**config.mk**
```make
export PLATFORM = sky130hd
export DESIGN_NAME = ppi_alu
export DESIGN_NICKNAME = d
export VERILOG_FILES = /design/src/rtl/core/ppi_pkg.sv /design/src/rtl/core/ppi_alu.sv
export SDC_FILE = /design/constraint.sdc
export NUM_CORES = 2
export LEC_CHECK = 0
export BUFFER_PORTS_ARGS = -buffer_cell sky130_fd_sc_hd__buf_2
export CAP_MARGIN = 40
export CELL_PAD_IN_SITES_DETAIL_PLACEMENT = 1
export CELL_PAD_IN_SITES_GLOBAL_PLACEMENT = 1
export CORE_UTILIZATION = 52
export CTS_BUF_LIST = sky130_fd_sc_hd__clkbuf_4 sky130_fd_sc_hd__clkbuf_8
export DETAILED_ROUTE_END_ITERATION = 8
export MAX_ROUTING_LAYER = met4
export PLACE_DENSITY = 0.88
export SYNTH_ARGS = -nofsm -noshare
export SYNTH_HDL_FRONTEND = slang
export SYNTH_SLANG_ARGS = --single-unit
```
**constraint.sdc**
```tcl
create_clock -name clk -period 7.7 [get_ports clk]
set_clock_uncertainty 0.2 [all_clocks]
set_input_delay 0 -clock clk [delete_from_list [all_inputs] [get_ports clk]]
set_output_delay 0 -clock clk [all_outputs]
set_load 0.02 [all_outputs]
```
**src/rtl/core/ppi_pkg.sv**
```systemverilog
// Shared types, operation codes and a saturation helper for the particle pool.
// Used by ppi_alu and particle_pool_integrator; depends on nothing.
package ppi_pkg;

  typedef enum logic [1:0] {
    FUNC_ADD  = 2'd0,
    FUNC_TICK = 2'd1,
    FUNC_READ = 2'd2,
    FUNC_NOP  = 2'd3
  } func_t;

  typedef enum logic [3:0] {
    S_IDLE,
    S_RDOUT,
    S_CHECK,
    S_READ,
    S_LOAD,
    S_MUL,
    S_ADD,
    S_WB
  } state_t;

  // One pool slot as stored in the RAM.
  typedef struct packed {
    logic signed [31:0] pos_x;
    logic signed [31:0] pos_y;
    logic signed [31:0] vel_x;
    logic signed [31:0] vel_y;
    logic signed [31:0] acc_x;
    logic signed [31:0] acc_y;
    logic [31:0]        color;
    logic signed [31:0] life;
  } particle_t;

  localparam int SUM_W = 54;

  function automatic logic signed [31:0] sat32(input logic signed [SUM_W-1:0] v);
    logic signed [SUM_W-1:0] hi;
    logic signed [SUM_W-1:0] lo;
    hi = SUM_W'(signed'(32'sh7fffffff));
    lo = SUM_W'(signed'(32'sh80000000));
    if (v > hi) begin
      return 32'sh7fffffff;
    end else if (v < lo) begin
      return 32'sh80000000;
    end
    return v[31:0];
  endfunction

endpackage

```
**src/rtl/core/ppi_alu.sv**
```systemverilog
// Shared multiply-by-dt and saturating add unit used for every update step.
// Depends on ppi_pkg.
module ppi_alu #(
  parameter int FRAC_BITS = 16
) (
  input  logic               clk,
  input  logic               load,
  input  logic signed [31:0] operand,
  input  logic [19:0]        dt,
  input  logic signed [31:0] addend,
  output logic signed [31:0] result
);
  import ppi_pkg::*;

  logic signed [52:0] prod;
  logic signed [52:0] scaled;

  // The product is registered; the shift and add follow in the next cycle.
  always_ff @(posedge clk) begin
    if (load) begin
      prod <= 53'(operand) * 53'($signed({1'b0, dt}));
    end
  end

  // Arithmetic shift gives rounding toward minus infinity.
  assign scaled = prod >>> FRAC_BITS;
  assign result = sat32(SUM_W'(scaled) + SUM_W'(addend));

endmodule

```
# Word level (Yosys, flattened, before mapping)
# Index checks and enable logic that the tools add are counted.
# classes
n_addsub	1
n_mul	1
magnitude_cmp	2
mux	5
# op_table
operator	count
2-to-1 mux 32 bit	3
multiplier 32 x 21 -> 53 bit	1
adder 37 x 32 -> 38 bit	1
greater-than comparator 38 x 32 -> 1 bit (second input constant)	1
< comparator 38 x 32 -> 1 bit (second input constant)	1
2-to-1 mux 1 bit	2
# totals
reg_bits	53
word_cells	10

# Depth between registers and ports, before layout
# depth
depth_word	5
ltp_mapped	25
ltp_nobuf	23

# Worst setup path after synthesis
# Ideal clock, no wire load.
# synth_path
path_kind	input port to flip-flop
startpoint	input port operand[31]
endpoint	register prod[51], data pin
setup_time_ns	0.262
arrival_time_ns	6.513
required_time_ns	7.238
path_slack_ns	0.725
path_stages	21
path_buffers	2
path_cell_list	clkbuf_1 -> nand2_1 -> fa_1 -> fa_1 -> inv_1 -> fa_1 -> fa_1 -> fa_1 -> fa_1 -> fa_1 -> ha_1 -> clkbuf_1 -> a21o_1 -> a21o_1 -> a21o_1 -> a21oi_1 -> nor2_1 -> or3_1 -> o41ai_1 -> o21bai_1 -> xor2_1
# synth_between
elab_chain_len	1
# synth_rtl
item	line	source
start: declaration	ppi_alu.sv:8	input logic signed [31:0] operand,
multiplier 32 x 21 -> 53 bit	ppi_alu.sv:21	prod <= 53'(operand) * 53'($signed({1'b0, dt}));
end signal: assignment	ppi_alu.sv:21	
end: declaration	ppi_alu.sv:15	logic signed [52:0] prod;
# Every way passes these cells.
# A chain may end at the register's enable or synchronous reset.

# Final worst setup path
# layout_path
startpoint	input port dt[5]
endpoint	register prod[51], data pin
# layout_between
elab_chain_len	1
# layout_rtl
item	line	source
start: declaration	ppi_alu.sv:9	input logic [19:0] dt,
multiplier 32 x 21 -> 53 bit	ppi_alu.sv:21	
# Every way passes these cells.

==> impl_metrics.toml <==
[hold_path]
min_path_cells = 1
holdCritPathClass = "input port to register"
hp-start = "load"
holdPathEnd = "prod[23]"

[synthesis]
synthTopCellsByArea = "fa_1, and2_1, inv_1"
synthArstFlopShare_pct = 0
yosysSeqAreaShare_pct = 4.339
syn_nets = 3647
syn-cell-area_um2 = 25610
yosysTopAreaCellShare_pct = 49.64
ys_types = 63
synth_seq_cells = 37
synth-edff-count = 37
synth-main-ff-cell = "edfxtp_1"
synthCells = 2757
yosysTopAreaCell = "fa_1"
avgSynthCellArea_um2 = 9.288
ys_warn_count = 0

[route]
drt_iter0_drc = 1084
dr.pass1.iters = 5
detail-route-antenna-nets = 0
drcViolationCount = 0
wl_um = 83030
wire_per_inst_um = 24.14
vias = 19600
routed_via_density = 5.700

[placed_design]
place_hpwl_um = 70070
place_congestion = 0.9211
io_buffers = 117
placed_area_um2 = 26770

[clock_tree]
clockBufferDepth = 2
h-tree-depth = 2
cts_setup_buffers = 0
clk_pin_slew_worst_paths_ns = 0.08
numCtsBuffers = 5
ctsHoldBuffers = 0
cts_resized = 0
cts_root_buf = "clkbuf_8"
cts_tree = "yes"
cts_sinks = 37

[global_routing]
grt_pass1_wl_um = 131400
overflow = 0
first_global_vias = 23650
grt_usage_pct = 35.77
antenna_found_initial = 2
grt_max_degree = 38

[finish]
final_util_pct = 55.81
reg_top3 = "prod (37)"
fin_nets = 3669
final_common_cell = "fa_1"
largest_register_ffs = 37
area_delta_synth_final_pct = 4.935
final_area_um2 = 26870
drive_gt1_share_pct = 5.971
regMostFlops = "prod"
layout_common_cells = "fa_1, inv_1, and2_1"

[sta]
fmax_mhz = 134.0
setup_viol = 0
rsz0062_at_grt = "false"
period_share_pct = 96.93
hold_ws_ns = 0.1739
drv_slew = 0
hold_viol = 0
finalCriticalPeriod_ns = 7.464
max_slew_margin_pct = 37.32
worst_slew_pin_slew_ns = 0.9401

[run]
cap_violations = 0

[critical_path]
critical_path.startpoint = "dt[5]"
critPathKind = "input port to register"
slowest_delay_ns = 0.56
cp_max_fo = 28
crit_family = "adder cells"
critPathBufInv = 7
critPathCaptureType = "register"
cp-start-kind = "input port"
critical_path_required_ns = 7.54
crit_arrival_ns = 7.30
cpMostUsedCell = "fa_1"
cp_slowest_cell = "fa_1"

[floorplanning]
die_area_um2 = 50140
ios = 118
die_h_um = 223.9
fp.dieW_um = 223.9
coreArea_um2 = 48150
initial_utilization_pct = 53.19
num_rows = 80

[outcome]
status = "complete, no violations"
worst max path at each step:
stage	end	cells past startpoint	slack (ns)
detailed placement	prod[51]	25	-0.10
global placement	prod[51]	24	0.18
global route	prod[51]	25	0.05
finish	prod[51]	25	0.24
floorplan	prod[51]	21	0.72
CTS	prod[51]	25	0.20
Yosys cell counts, drive strengths merged (7+ instances only):
cell type,n
a211oi,12
a21o,56
a21oi,85
a31oi,10
and2,452
and3,12
clkbuf,130
edfxtp,37
fa,635
ha,169
inv,615
nand2,239
nand3,15
nand4,13
nor2,43
nor3,12
o211ai,7
o21a,13
o21ai,42
o21bai,10
xnor2,45
xor2,28
final cells by class:
cell class              count  area, um^2
well taps                 656       820.8
fillers                  5555       21270
flip-flops and latches     37        1111
clock buffers               6       76.32
diodes                      3       7.507
repair buffers            151       863.3
multi-input cells        1969       21670
clock inverters             2       10.01
inverters                 615        2308
routing by layer:
| layer | global-route usage [%] | wire length, um |
|---|---|---|
| met5 | - | 0 |
| met2 | 63.75 | 43730 |
| met4 | 16.42 | 4275 |
| met3 | 3.896 | 3771 |
| met1 | 40.29 | 31250 |
metrics by stage:
| step | instances | worst slack, ns | TNS, ns |
|---|---|---|---|
| global placement | 3427 | 0.1839 | 0 |
| detailed placement | 3428 | -0.1019 | -0.1329 |
| global route | 3437 | 0.04583 | 0 |
| floorplan | 2757 | 0.7249 | 0 |
| finish | 3439 | 0.2361 | 0 |
| CTS | 3436 | 0.1969 | 0 |
cells by family after synthesis:
group                    share of synthesized area (%)
XOR/XNOR                                         2.497
buffers and inverters                            11.04
multiplexers                                   0.03909
flip-flops                                       4.339
AND/OR/NAND/NOR                                  17.03
AO/OA/AOI/OAI                                    7.158
adder cells (fa/ha/maj)                          57.90
Power is left out: the tool's default activity adds up to more than one toggle a clock period on the data nets, which glitch-free logic cannot reach.
